`src/sv/lmdc_pkg.sv`:
```
// ----------------------------------------------------------------------------
// lmdc_pkg
// shared types and constants of the lock manager deadlock check block
// ----------------------------------------------------------------------------
package lmdc_pkg;

  localparam int unsigned MutexSlots = 16;
  localparam int unsigned EdgeSlots  = 16;
  localparam int unsigned TaskSlots  = 16;

  localparam int unsigned MutexW = $clog2(MutexSlots);
  localparam int unsigned EdgeW  = $clog2(EdgeSlots);
  localparam int unsigned TaskW  = $clog2(TaskSlots);
  localparam int unsigned CntW   = EdgeW + 1;

  typedef enum logic [1:0] {
    REQ_ACQUIRE = 2'd0,
    REQ_RELEASE = 2'd1,
    REQ_CANCEL  = 2'd2,
    REQ_CHECK   = 2'd3
  } req_e;

  typedef enum logic [2:0] {
    ST_GRANTED  = 3'd0,
    ST_WAITING  = 3'd1,
    ST_REFUSED  = 3'd2,
    ST_BAD_IDX  = 3'd3,
    ST_RELEASED = 3'd4,
    ST_CHECKED  = 3'd5
  } status_e;

  localparam logic [1:0] RegMutexesInUse = 2'd0;

  typedef struct packed {
    logic [1:0] req_type;
    logic [3:0] task_id;
    logic [3:0] mutex_id;
  } req_t;

  typedef struct packed {
    logic [2:0]  status;
    logic        deadlock_found;
    logic        owner_valid;
    logic [3:0]  owner_task;
    logic [15:0] grant_total;
  } rsp_t;

  // controller to datapath commands
  typedef struct packed {
    logic load_req;
    logic find_start;
    logic find_step;
    logic add_edge;
    logic drop_last;
    logic remove_found;
    logic search_init;
    logic root_step;
    logic walk_step;
    logic grant;
    logic release_own;
    logic build_rsp;
    logic [2:0] rsp_status;
  } cmd_t;

  // datapath to controller status
  typedef struct packed {
    logic idx_ok;
    logic req_kind_ok;
    logic [1:0] req_type;
    logic find_done;
    logic find_hit;
    logic edges_full;
    logic roots_done;
    logic walk_done;
    logic cycle;
    logic mutex_owned;
  } sts_t;

endpackage

```
`src/sv/lmdc_if.sv`:
```
// ----------------------------------------------------------------------------
// lmdc_req_if / lmdc_rsp_if
// valid/ready channels carrying request and response items
// ----------------------------------------------------------------------------
interface lmdc_req_if;
  logic                 valid;
  logic                 ready;
  logic [1:0]           req_type;
  logic [3:0]           task_id;
  logic [3:0]           mutex_id;
  modport source (output valid, output req_type, output task_id, output mutex_id,
                  input ready);
  modport sink (input valid, input req_type, input task_id, input mutex_id,
                output ready);
endinterface

interface lmdc_rsp_if;
  logic        valid;
  logic        ready;
  logic [2:0]  status;
  logic        deadlock_found;
  logic        owner_valid;
  logic [3:0]  owner_task;
  logic [15:0] grant_total;
  modport source (output valid, output status, output deadlock_found,
                  output owner_valid, output owner_task, output grant_total,
                  input ready);
  modport sink (input valid, input status, input deadlock_found,
                input owner_valid, input owner_task, input grant_total,
                output ready);
endinterface

```
`src/sv/lmdc_datapath.sv`:
```
// ----------------------------------------------------------------------------
// lmdc_datapath
// lock table, wait edge table and depth-first walk engine
// ----------------------------------------------------------------------------
module lmdc_datapath (
  input  logic             clk_i,
  input  logic             rst_ni,
  input  lmdc_pkg::req_t   req_i,
  input  logic [4:0]       slots_i,
  input  lmdc_pkg::cmd_t   cmd_i,
  output lmdc_pkg::sts_t   sts_o,
  output lmdc_pkg::rsp_t   rsp_o
);
  import lmdc_pkg::*;

  logic [TaskW-1:0]  owner_task_q [MutexSlots];
  logic [MutexSlots-1:0] owner_valid_q;
  logic [15:0]       grant_q [MutexSlots];
  logic [TaskW-1:0]  edge_task_q [EdgeSlots];
  logic [MutexW-1:0] edge_mutex_q [EdgeSlots];
  logic [CntW-1:0]   edge_cnt_q;

  req_t              req_q;
  logic [CntW-1:0]   scan_q;
  logic              hit_q;
  logic [EdgeW-1:0]  hit_idx_q;
  logic              added_q;

  logic [MutexSlots-1:0] visited_q, on_path_q;
  logic [MutexW-1:0] stk_m_q [MutexSlots];
  logic [CntW-1:0]   stk_e_q [MutexSlots];
  logic [MutexW:0]   top_q;
  logic [MutexW:0]   root_q;
  logic              cycle_q;
  logic              walk_done_q;
  rsp_t              rsp_q;

  logic [MutexW-1:0] tm;
  logic [CntW-1:0]   te;
  logic [EdgeW-1:0]  te_idx;
  logic [MutexW-1:0] nm;
  logic [CntW-1:0]   last;
  logic [MutexW-1:0] mx;

  assign mx     = req_q.mutex_id[MutexW-1:0];
  assign tm     = stk_m_q[top_q[MutexW-1:0] - MutexW'(1)];
  assign te     = stk_e_q[top_q[MutexW-1:0] - MutexW'(1)];
  assign te_idx = te[EdgeW-1:0];
  assign nm     = edge_mutex_q[te_idx];
  assign last   = edge_cnt_q - CntW'(1);

  always_comb begin
    sts_o.idx_ok      = ({1'b0, req_q.mutex_id} < slots_i) &&
                        ({1'b0, req_q.mutex_id} < 5'(MutexSlots));
    sts_o.req_kind_ok = 1'b1;
    sts_o.req_type    = req_q.req_type;
    sts_o.find_done   = hit_q || (scan_q >= edge_cnt_q);
    sts_o.find_hit    = hit_q;
    sts_o.edges_full  = edge_cnt_q >= CntW'(EdgeSlots);
    sts_o.roots_done  = cycle_q || (root_q >= (slots_i > 5'(MutexSlots) ?
                        (MutexW+1)'(MutexSlots) : (MutexW+1)'(slots_i)));
    sts_o.walk_done   = walk_done_q;
    sts_o.cycle       = cycle_q;
    sts_o.mutex_owned = owner_valid_q[mx];
  end

  assign rsp_o = rsp_q;

  always_ff @(posedge clk_i or negedge rst_ni) begin
    if (!rst_ni) begin
      owner_valid_q <= '0;
      edge_cnt_q    <= '0;
      for (int i = 0; i < MutexSlots; i++) begin
        owner_task_q[i] <= '0;
        grant_q[i]      <= '0;
      end
      visited_q   <= '0;
      on_path_q   <= '0;
      top_q       <= '0;
      root_q      <= '0;
      cycle_q     <= 1'b0;
      walk_done_q <= 1'b1;
      hit_q       <= 1'b0;
      added_q     <= 1'b0;
      scan_q      <= '0;
    end else begin
      if (cmd_i.load_req) begin
        req_q <= req_i;
      end
      if (cmd_i.find_start) begin
        scan_q <= '0;
        hit_q  <= 1'b0;
      end
      if (cmd_i.find_step && !hit_q && scan_q < edge_cnt_q) begin
        if (edge_task_q[scan_q[EdgeW-1:0]] == req_q.task_id[TaskW-1:0] &&
            edge_mutex_q[scan_q[EdgeW-1:0]] == mx) begin
          hit_q     <= 1'b1;
          hit_idx_q <= scan_q[EdgeW-1:0];
        end else begin
          scan_q <= scan_q + CntW'(1);
        end
      end
      if (cmd_i.add_edge) begin
        added_q <= !sts_o.edges_full && !hit_q;
        if (!sts_o.edges_full && !hit_q) begin
          edge_task_q[edge_cnt_q[EdgeW-1:0]]  <= req_q.task_id[TaskW-1:0];
          edge_mutex_q[edge_cnt_q[EdgeW-1:0]] <= mx;
          edge_cnt_q <= edge_cnt_q + CntW'(1);
        end
      end
      if (cmd_i.drop_last && added_q) begin
        edge_cnt_q <= last;
      end
      if (cmd_i.remove_found && hit_q) begin
        edge_cnt_q <= last;
        edge_task_q[hit_idx_q]  <= edge_task_q[last[EdgeW-1:0]];
        edge_mutex_q[hit_idx_q] <= edge_mutex_q[last[EdgeW-1:0]];
      end
      if (cmd_i.search_init) begin
        visited_q   <= '0;
        on_path_q   <= '0;
        root_q      <= '0;
        cycle_q     <= 1'b0;
        walk_done_q <= 1'b1;
        top_q       <= '0;
      end
      if (cmd_i.root_step) begin
        if (!visited_q[root_q[MutexW-1:0]]) begin
          visited_q[root_q[MutexW-1:0]] <= 1'b1;
          on_path_q[root_q[MutexW-1:0]] <= 1'b1;
          stk_m_q[0]  <= root_q[MutexW-1:0];
          stk_e_q[0]  <= '0;
          top_q       <= (MutexW+1)'(1);
          walk_done_q <= 1'b0;
        end
        root_q <= root_q + (MutexW+1)'(1);
      end
      if (cmd_i.walk_step && !walk_done_q) begin
        if (!owner_valid_q[tm] || te >= edge_cnt_q) begin
          on_path_q[tm] <= 1'b0;
          top_q <= top_q - (MutexW+1)'(1);
          if (top_q == (MutexW+1)'(1)) walk_done_q <= 1'b1;
        end else begin
          stk_e_q[top_q[MutexW-1:0] - MutexW'(1)] <= te + CntW'(1);
          if (edge_task_q[te_idx] == owner_task_q[tm]) begin
            if (on_path_q[nm]) begin
              cycle_q     <= 1'b1;
              walk_done_q <= 1'b1;
            end else if (!visited_q[nm] && top_q < (MutexW+1)'(MutexSlots)) begin
              visited_q[nm] <= 1'b1;
              on_path_q[nm] <= 1'b1;
              stk_m_q[top_q[MutexW-1:0]] <= nm;
              stk_e_q[top_q[MutexW-1:0]] <= '0;
              top_q <= top_q + (MutexW+1)'(1);
            end
          end
        end
      end
      if (cmd_i.grant) begin
        owner_valid_q[mx] <= 1'b1;
        owner_task_q[mx]  <= req_q.task_id[TaskW-1:0];
        if (grant_q[mx] != 16'hFFFF) grant_q[mx] <= grant_q[mx] + 16'd1;
      end
      if (cmd_i.release_own) begin
        owner_valid_q[mx] <= 1'b0;
        owner_task_q[mx]  <= '0;
      end
    end
  end

  always_ff @(posedge clk_i) begin
    if (cmd_i.build_rsp) begin
      rsp_q.status <= cmd_i.rsp_status;
      if (cmd_i.rsp_status == ST_BAD_IDX) begin
        rsp_q.deadlock_found <= 1'b0;
        rsp_q.owner_valid    <= 1'b0;
        rsp_q.owner_task     <= '0;
        rsp_q.grant_total    <= '0;
      end else begin
        rsp_q.deadlock_found <= cycle_q && (cmd_i.rsp_status == ST_REFUSED ||
                                            cmd_i.rsp_status == ST_CHECKED);
        rsp_q.owner_valid    <= sts_o.idx_ok && owner_valid_q[mx];
        rsp_q.owner_task     <= (sts_o.idx_ok && owner_valid_q[mx]) ?
                                4'(owner_task_q[mx]) : 4'd0;
        rsp_q.grant_total    <= sts_o.idx_ok ? grant_q[mx] : 16'd0;
      end
    end
  end

  assert property (@(posedge clk_i) disable iff (!rst_ni)
    edge_cnt_q <= CntW'(EdgeSlots))
    else $error("edge count overflow");
  assert property (@(posedge clk_i) disable iff (!rst_ni)
    top_q <= (MutexW+1)'(MutexSlots))
    else $error("walk stack overflow");
  assert property (@(posedge clk_i) disable iff (!rst_ni)
    (on_path_q & ~visited_q) == '0)
    else $error("on-path mutex not visited");
endmodule

```
`src/sv/lmdc_ctrl.sv`:
```
// ----------------------------------------------------------------------------
// lmdc_ctrl
// request sequencer: edge lookup, cycle search and table update
// ----------------------------------------------------------------------------
module lmdc_ctrl (
  input  logic           clk_i,
  input  logic           rst_ni,
  input  logic           in_valid_i,
  output logic           in_ready_o,
  output logic           out_valid_o,
  input  logic           out_ready_i,
  input  lmdc_pkg::sts_t sts_i,
  output lmdc_pkg::cmd_t cmd_o
);
  import lmdc_pkg::*;

  typedef enum logic [3:0] {
    S_IDLE, S_DECODE, S_FIND, S_ADD, S_ROOT, S_WALK, S_DECIDE,
    S_RFIND, S_REMOVE, S_RESP, S_OUT
  } state_e;

  state_e state_q;
  logic   out_valid_q;
  logic [2:0] status_q;

  assign in_ready_o  = (state_q == S_IDLE);
  assign out_valid_o = out_valid_q;

  always_comb begin
    cmd_o = '0;
    cmd_o.rsp_status = status_q;
    cmd_o.load_req = in_valid_i && in_ready_o;
    case (state_q)
      S_DECODE: cmd_o.find_start = 1'b1;
      S_FIND:   cmd_o.find_step = 1'b1;
      S_ADD:    begin
        cmd_o.add_edge = (sts_i.req_type == REQ_ACQUIRE);
        cmd_o.search_init = 1'b1;
      end
      S_ROOT:   if (!sts_i.roots_done) cmd_o.root_step = 1'b1;
      S_WALK:   cmd_o.walk_step = 1'b1;
      S_DECIDE: begin
        if (sts_i.req_type == REQ_ACQUIRE) begin
          if (sts_i.cycle) cmd_o.drop_last = 1'b1;
          else if (!sts_i.mutex_owned) begin
            cmd_o.grant = 1'b1;
            cmd_o.find_start = 1'b1;
          end
        end
      end
      S_RFIND:  cmd_o.find_step = 1'b1;
      S_REMOVE: begin
        if (sts_i.req_type == REQ_RELEASE) cmd_o.release_own = 1'b1;
        else cmd_o.remove_found = 1'b1;
      end
      S_RESP:   cmd_o.build_rsp = !out_valid_q;
      default:  ;
    endcase
  end

  always_ff @(posedge clk_i or negedge rst_ni) begin
    if (!rst_ni) begin
      state_q     <= S_IDLE;
      out_valid_q <= 1'b0;
      status_q    <= ST_CHECKED;
    end else begin
      if (out_valid_q && out_ready_i) out_valid_q <= 1'b0;
      case (state_q)
        S_IDLE:   if (in_valid_i && in_ready_o) state_q <= S_DECODE;
        S_DECODE: begin
          if (sts_i.req_type != REQ_CHECK && !sts_i.idx_ok) begin
            status_q <= ST_BAD_IDX;
            state_q  <= S_RESP;
          end else begin
            case (sts_i.req_type)
              REQ_ACQUIRE: state_q <= S_FIND;
              REQ_RELEASE: begin
                status_q <= ST_RELEASED;
                state_q  <= S_REMOVE;
              end
              REQ_CANCEL: begin
                status_q <= ST_RELEASED;
                state_q  <= S_RFIND;
              end
              default: begin
                status_q <= ST_CHECKED;
                state_q  <= S_ADD;
              end
            endcase
          end
        end
        S_FIND:   if (sts_i.find_done) state_q <= S_ADD;
        S_ADD:    state_q <= S_ROOT;
        S_ROOT:   state_q <= sts_i.roots_done ? S_DECIDE : S_WALK;
        S_WALK:   if (sts_i.walk_done) state_q <= S_ROOT;
        S_DECIDE: begin
          if (sts_i.req_type == REQ_ACQUIRE) begin
            if (sts_i.cycle) begin
              status_q <= ST_REFUSED;
              state_q  <= S_RESP;
            end else if (!sts_i.mutex_owned) begin
              status_q <= ST_GRANTED;
              state_q  <= S_RFIND;
            end else begin
              status_q <= ST_WAITING;
              state_q  <= S_RESP;
            end
          end else begin
            state_q <= S_RESP;
          end
        end
        S_RFIND:  if (sts_i.find_done) state_q <= S_REMOVE;
        S_REMOVE: state_q <= S_RESP;
        S_RESP:   if (!out_valid_q) state_q <= S_OUT;
        S_OUT: begin
          out_valid_q <= 1'b1;
          state_q     <= S_IDLE;
        end
        default:  state_q <= S_IDLE;
      endcase
    end
  end

  assert property (@(posedge clk_i) disable iff (!rst_ni)
    (state_q == S_OUT) |-> !out_valid_q)
    else $error("result overwritten while pending");
  assert property (@(posedge clk_i) disable iff (!rst_ni)
    (state_q == S_OUT) |=> out_valid_q)
    else $error("result not raised");
  assert property (@(posedge clk_i) disable iff (!rst_ni)
    (out_valid_q && !out_ready_i) |=> out_valid_q)
    else $error("result dropped");
endmodule

```
`src/sv/lock_manager_deadlock_check_core.sv`:
```
// ----------------------------------------------------------------------------
// lock_manager_deadlock_check_core
// lock table with wait-for-graph deadlock refusal
// ----------------------------------------------------------------------------
// One request at a time. Acquire and check run a depth-first search stepping
// one edge per cycle (up to one step per edge per stacked mutex, plus a root
// step per root), and edge lookups scan the edge table one entry per cycle. A
// new request may be taken while the previous result still waits; it holds
// before its own result until that one is taken.
module lock_manager_deadlock_check_core (
  input  logic        clk_i,
  input  logic        rst_ni,
  lmdc_req_if.sink    req_if,
  lmdc_rsp_if.source  rsp_if,
  input  logic        psel,
  input  logic        penable,
  input  logic        pwrite,
  input  logic [2:0]  paddr,
  input  logic [31:0] pwdata,
  output logic [31:0] prdata,
  output logic        pready
);
  import lmdc_pkg::*;

  logic [4:0] slots_q;
  req_t req;
  rsp_t rsp;
  cmd_t cmd;
  sts_t sts;

  assign pready = 1'b1;
  assign prdata = (paddr[2:1] == RegMutexesInUse) ? {27'd0, slots_q} : 32'd0;

  always_ff @(posedge clk_i or negedge rst_ni) begin
    if (!rst_ni) begin
      slots_q <= '0;
    end else if (psel && penable && pwrite && paddr[2:1] == RegMutexesInUse) begin
      slots_q <= pwdata[4:0];
    end
  end

  assign req.req_type = req_if.req_type;
  assign req.task_id  = req_if.task_id;
  assign req.mutex_id = req_if.mutex_id;

  lmdc_ctrl u_ctrl (
    .clk_i, .rst_ni,
    .in_valid_i (req_if.valid),
    .in_ready_o (req_if.ready),
    .out_valid_o(rsp_if.valid),
    .out_ready_i(rsp_if.ready),
    .sts_i      (sts),
    .cmd_o      (cmd)
  );

  lmdc_datapath u_dp (
    .clk_i, .rst_ni,
    .req_i  (req),
    .slots_i(slots_q),
    .cmd_i  (cmd),
    .sts_o  (sts),
    .rsp_o  (rsp)
  );

  assign rsp_if.status         = rsp.status;
  assign rsp_if.deadlock_found = rsp.deadlock_found;
  assign rsp_if.owner_valid    = rsp.owner_valid;
  assign rsp_if.owner_task     = rsp.owner_task;
  assign rsp_if.grant_total    = rsp.grant_total;
endmodule

```
`src/flat_wrapper.sv`:
```
// flat-port wrapper written by rule: the top's interface ports become plain ports
module lock_manager_deadlock_check_core_flat import lmdc_pkg::*;
  (clk_i, rst_ni, psel, penable, pwrite, paddr, pwdata, prdata, pready, req_if_valid, req_if_req_type, req_if_task_id, req_if_mutex_id, req_if_ready, rsp_if_valid, rsp_if_status, rsp_if_deadlock_found, rsp_if_owner_valid, rsp_if_owner_task, rsp_if_grant_total, rsp_if_ready);
  lmdc_req_if req_if_i ();
  lmdc_rsp_if rsp_if_i ();
  input  logic clk_i;
  input  logic rst_ni;
  input  logic psel;
  input  logic penable;
  input  logic pwrite;
  input  logic [2:0] paddr;
  input  logic [31:0] pwdata;
  output logic [31:0] prdata;
  output logic pready;
  input wire logic [$bits(req_if_i.valid)-1:0] req_if_valid;
  input wire logic [$bits(req_if_i.req_type)-1:0] req_if_req_type;
  input wire logic [$bits(req_if_i.task_id)-1:0] req_if_task_id;
  input wire logic [$bits(req_if_i.mutex_id)-1:0] req_if_mutex_id;
  output wire logic [$bits(req_if_i.ready)-1:0] req_if_ready;
  output wire logic [$bits(rsp_if_i.valid)-1:0] rsp_if_valid;
  output wire logic [$bits(rsp_if_i.status)-1:0] rsp_if_status;
  output wire logic [$bits(rsp_if_i.deadlock_found)-1:0] rsp_if_deadlock_found;
  output wire logic [$bits(rsp_if_i.owner_valid)-1:0] rsp_if_owner_valid;
  output wire logic [$bits(rsp_if_i.owner_task)-1:0] rsp_if_owner_task;
  output wire logic [$bits(rsp_if_i.grant_total)-1:0] rsp_if_grant_total;
  input wire logic [$bits(rsp_if_i.ready)-1:0] rsp_if_ready;
  assign req_if_i.valid = req_if_valid;
  assign req_if_i.req_type = req_if_req_type;
  assign req_if_i.task_id = req_if_task_id;
  assign req_if_i.mutex_id = req_if_mutex_id;
  assign req_if_ready = req_if_i.ready;
  assign rsp_if_valid = rsp_if_i.valid;
  assign rsp_if_status = rsp_if_i.status;
  assign rsp_if_deadlock_found = rsp_if_i.deadlock_found;
  assign rsp_if_owner_valid = rsp_if_i.owner_valid;
  assign rsp_if_owner_task = rsp_if_i.owner_task;
  assign rsp_if_grant_total = rsp_if_i.grant_total;
  assign rsp_if_i.ready = rsp_if_ready;
  lock_manager_deadlock_check_core u_core (.clk_i(clk_i), .rst_ni(rst_ni), .req_if(req_if_i), .rsp_if(rsp_if_i), .psel(psel), .penable(penable), .pwrite(pwrite), .paddr(paddr), .pwdata(pwdata), .prdata(prdata), .pready(pready));
endmodule
```
`config.mk`:
```
export PLATFORM = sky130hd
export DESIGN_NAME = lock_manager_deadlock_check_core_flat
export DESIGN_NICKNAME = d
export VERILOG_FILES = /design/src/sv/lmdc_pkg.sv /design/src/sv/lmdc_if.sv /design/src/sv/lmdc_datapath.sv /design/src/sv/lmdc_ctrl.sv /design/src/sv/lock_manager_deadlock_check_core.sv /design/src/flat_wrapper.sv
export SDC_FILE = /design/constraint.sdc
export NUM_CORES = 2
export LEC_CHECK = 0
export ABC_AREA = 1
export BUFFER_PORTS_ARGS = -buffer_cell sky130_fd_sc_hd__clkbuf_2
export CAP_MARGIN = 5
export CORE_MARGIN = 4
export CORE_UTILIZATION = 47
export CTS_CLUSTER_DIAMETER = 100
export DETAILED_ROUTE_END_ITERATION = 7
export PLACE_DENSITY_LB_ADDON = 0.05
export SETUP_SLACK_MARGIN = 0.2
export SLEW_MARGIN = 20
export SYNTH_ARGS = -nofsm -noshare
export SYNTH_HDL_FRONTEND = slang
export SYNTH_SLANG_ARGS = --single-unit
```
`constraint.sdc`:
```
create_clock -name clk_i -period 14.4 [get_ports clk_i]
set_input_delay 1.44 -clock clk_i [delete_from_list [all_inputs] [get_ports clk_i]]
set_output_delay 1.44 -clock clk_i [all_outputs]
set_load 0.01 [all_outputs]
```
==> impl_metrics.tcl <==
set metrics [dict create \
    status "complete, but fails checks" \
    violations "design-rule violations" \
    finalSetupViolations 0 \
    syn_area_mm2 0.0377 \
    critPathLaunchType "flop" \
    endpoint_kind "flop" \
    vias 33000 \
    numCtsBuffers 83 \
    synthArstFlopShare_pct 56.6 \
    report.final.slew_viol_count 0 \
    dp.final_hpwl_um 78100 \
    power.density_mw_per_mm2 229 \
    numPortBuffers 55 \
    gp_congestion 0.917 \
    core-area_mm2 0.0793 \
    post-route-util_pct 52.0 \
    htreeDepth 3 \
    slowest_stage "o21ai_2" \
    avgViaCountPerCell 5.80 \
    clock-sinks 716 \
    synth_area_leader_cell "dfrtp_1" \
    ys.flop_type "dfrtp_1" \
    post-cts-setup-buffer-count 0 \
    synth-seq-cells 716 \
    critPathMaxStageDelay_ns 0.71 \
    syn_inst 4637 \
    slew_headroom_pct 23.4 \
    clockBufferDepth 3 \
    grt_pass1_vias 30800 \
    n_antenna_cell 0 \
    reg2regPathDepth 28 \
    gr-usage-all-layers_pct 28.9 \
    rsz0062_at_grt "false" \
    min_period_over_period_pct 55.5 \
    setup_tns_ns 0 \
    ant_nets 0 \
    yosysMostFrequentCell "nand2_1" \
    cts_root_buf "clkbuf_16" \
    synth_top_area_share_pct 26.7 \
    fillerInstances 7681 \
    synth_edf_count 231 \
    synth_area_leaders "dfrtp_1 27%, edfxtp_1 18%, nand2_1 11%" \
    cts_tree "built" \
    peakVddDrop_mv 0.162 \
    maxCapViolations 0 \
    crit_top_cell "nand2_1" \
    yosysUniqueCellTypes 69 \
    fmax_mhz 125 \
    layout.cells.non_filler 5692 \
    grt_max_degree 168 \
    fin_skew_ns 0.0288 \
    min_path_type "reg -> reg" \
    hold_path_depth 2 \
    drcViolationCount 16 \
    synthTopCellsByCount "1078 x nand2_1, 525 x o21ai_0, 486 x nand3_1" \
    finalHoldViolCount 0 \
    arrival_ns 8.33 \
    path_class "reg -> reg" \
    syn_area_per_cell_um2 8.13 \
    antenna_found_initial 0 \
    first_iter_violations 4038 \
    ys_seq_area_share_pct 49.6 \
    ctsResizeCount 0 \
    critPathRequiredTime_ns 14.74 \
    wl_per_cell_um 22.0 \
    crit_fanout 44 \
    layout-drive-gt1-share_pct 8.25 \
    initial_core_util_pct 47.6 \
    period_needed_ns 7.99 \
    p_leak_nw 17.6 \
    nets 4663 \
    gr-total-overflow 0 \
    yosys_warnings 0 \
    tightest_slew_ns 1.14 \
    postCtsHoldBufs 0 \
    io_pins 112 \
    dp_cells 5541 \
    rows 103 \
    area_growth_pct 9.31 \
    die_x_um 291 \
    routed_wl_um 125000 \
    clock_latency_ns 0.66 \
    grt_pass1_wl_um 191000 \
    first_pass_iters 8 \
    clk_pin_slew_ns 0.06 \
    die_h_um 291 \
    die_area_mm2 0.0848 \
]
[worst max-delay path, delay by kind of cell, from the launching register on]
family                     cells  cell delay (ns)
AOI/OAI and AO/OA              1             0.71
adders and majority gates      1             0.32
buffers and inverters          7             2.33
DFF                            1             0.51
and+or+nand+nor               19             3.64
[cells by family (layout without fill, tap and decap cells)]
group,after synthesis,in the layout,share of synthesized area [%]
and+or+nand+nor,1991,1991,23.1
AOI/OAI and AO/OA,1122,1122,16.8
buffers and inverters,735,714,8.57
DFF,716,716,49.6
adders and majority gates,35,35,1.16
xor gates and xnor gates,34,34,0.810
other,2,28,0.0199
muxes,2,2,0.0564
[stage by stage]
step | setup WS (ns) | hold slack, ns | total power, mW | instance area (um^2)
after floorplan | 9.69 | 0.441 | 5.75 | 37800
after global placement | 6.25 | 0.453 | 7.18 | 38400
after detailed placement | 6.16 | 0.454 | 7.20 | 38400
after CTS | 6.15 | 0.463 | 9.36 | 41200
after global routing | 5.90 | 0.486 | 10.0 | 41200
final | 6.41 | 0.462 | 9.45 | 41200
[layer usage]
layer,track usage [%],share of wire [%],vias to the layer above
li1,-,-,15600
met1,42.5,45,15800
met2,42.8,43,1457
met3,6.26,8.9,226
met4,8.51,3.2,0
met5,0,0,-
[flip-flops by register name (all words and copies together) (netlist names), 2 cells and up]
signal	count
u_core.u_dp.top_q	5
u_core.u_ctrl.status_q	3
u_core.u_dp.root_q	5
u_core.u_dp.on_path_q	16
u_core.u_dp.owner_task_q	64
u_core.u_dp.owner_valid_q	16
u_core.u_dp.scan_q	5
u_core.u_dp.stk_m_q	64
u_core.u_dp.grant_q	256
u_core.u_dp.hit_idx_q	4
u_core.u_ctrl.state_q	4
u_core.u_dp.stk_e_q	80
u_core.slots_q	5
u_core.u_dp.visited_q	16
u_core.u_dp.req_q	4
u_core.u_dp.rsp_o	25
u_core.u_dp.mx	4
u_core.u_dp.sts_o	2
u_core.u_dp.edge_cnt_q	5
u_core.u_dp.edge_task_q	64
u_core.u_dp.edge_mutex_q	64
[cell usage in the layout, fill, tap and decap left out, types with 9 or more instances in the layout]
cell type  instances
o21ai_0          525
inv_2             22
nand2_2           26
buf_4             71
o21ai_1           62
a22oi_1           76
a21oi_1          219
clkbuf_16         84
nor2_2            19
nor2_1           279
edfxtp_1         231
nand3_1          486
dfxtp_1           80
dfrtp_1          400
nor4_1            12
nand4_4            9
clkbuf_2          54
a31oi_1           18
nor3_1            29
o211ai_1          64
xor2_1            27
clkinv_2          11
a211oi_1          37
conb_1            28
nand2_1         1070
clkbuf_1          20
nand3_2           12
o22ai_1           79
clkbuf_8          14
nand4_1           21
ha_1              35
inv_1            399
clkinv_1          20
[final timing paths]
path | endpoint | slack (ns) | start
worst max register to register | u_core.u_dp.stk_m_q[12][3] | 6.41 | u_core.u_dp.top_q[1]
max in group asynchronous | u_core.u_dp.grant_q[23] | 11.46 | rst_ni
worst min-delay path | u_core.u_dp.stk_e_q[3][3] | 0.46 | u_core.u_dp.stk_e_q[3][3]
worst min register to register | u_core.u_dp.stk_e_q[3][3] | 0.46 | u_core.u_dp.stk_e_q[3][3]
worst max-delay path | u_core.u_dp.stk_m_q[12][3] | 6.41 | u_core.u_dp.top_q[1]
min in group asynchronous | u_core.u_dp.owner_task_q[15] | 0.80 | rst_ni
[power by group]
part           switching [mW]  total, mW  internal [mW]
registers              0.0739       2.30           2.22
clock network           0.891       2.15           1.26
logic                    3.80       5.00           1.20
total                    4.76       9.45           4.69
[cell type report]
class                   count  area [um^2]  share of cell area (%)
clock inverters            33          385                   0.935
well taps                1050         1310                    3.19
flip-flops and latches    716        18700                    45.3
repair buffers            127          838                    2.03
clock buffers             118         2370                    5.75
inverters                 436         1640                    3.99
multi-input cells        3212        16000                    38.8
Power figures use the tool's default switching activity.
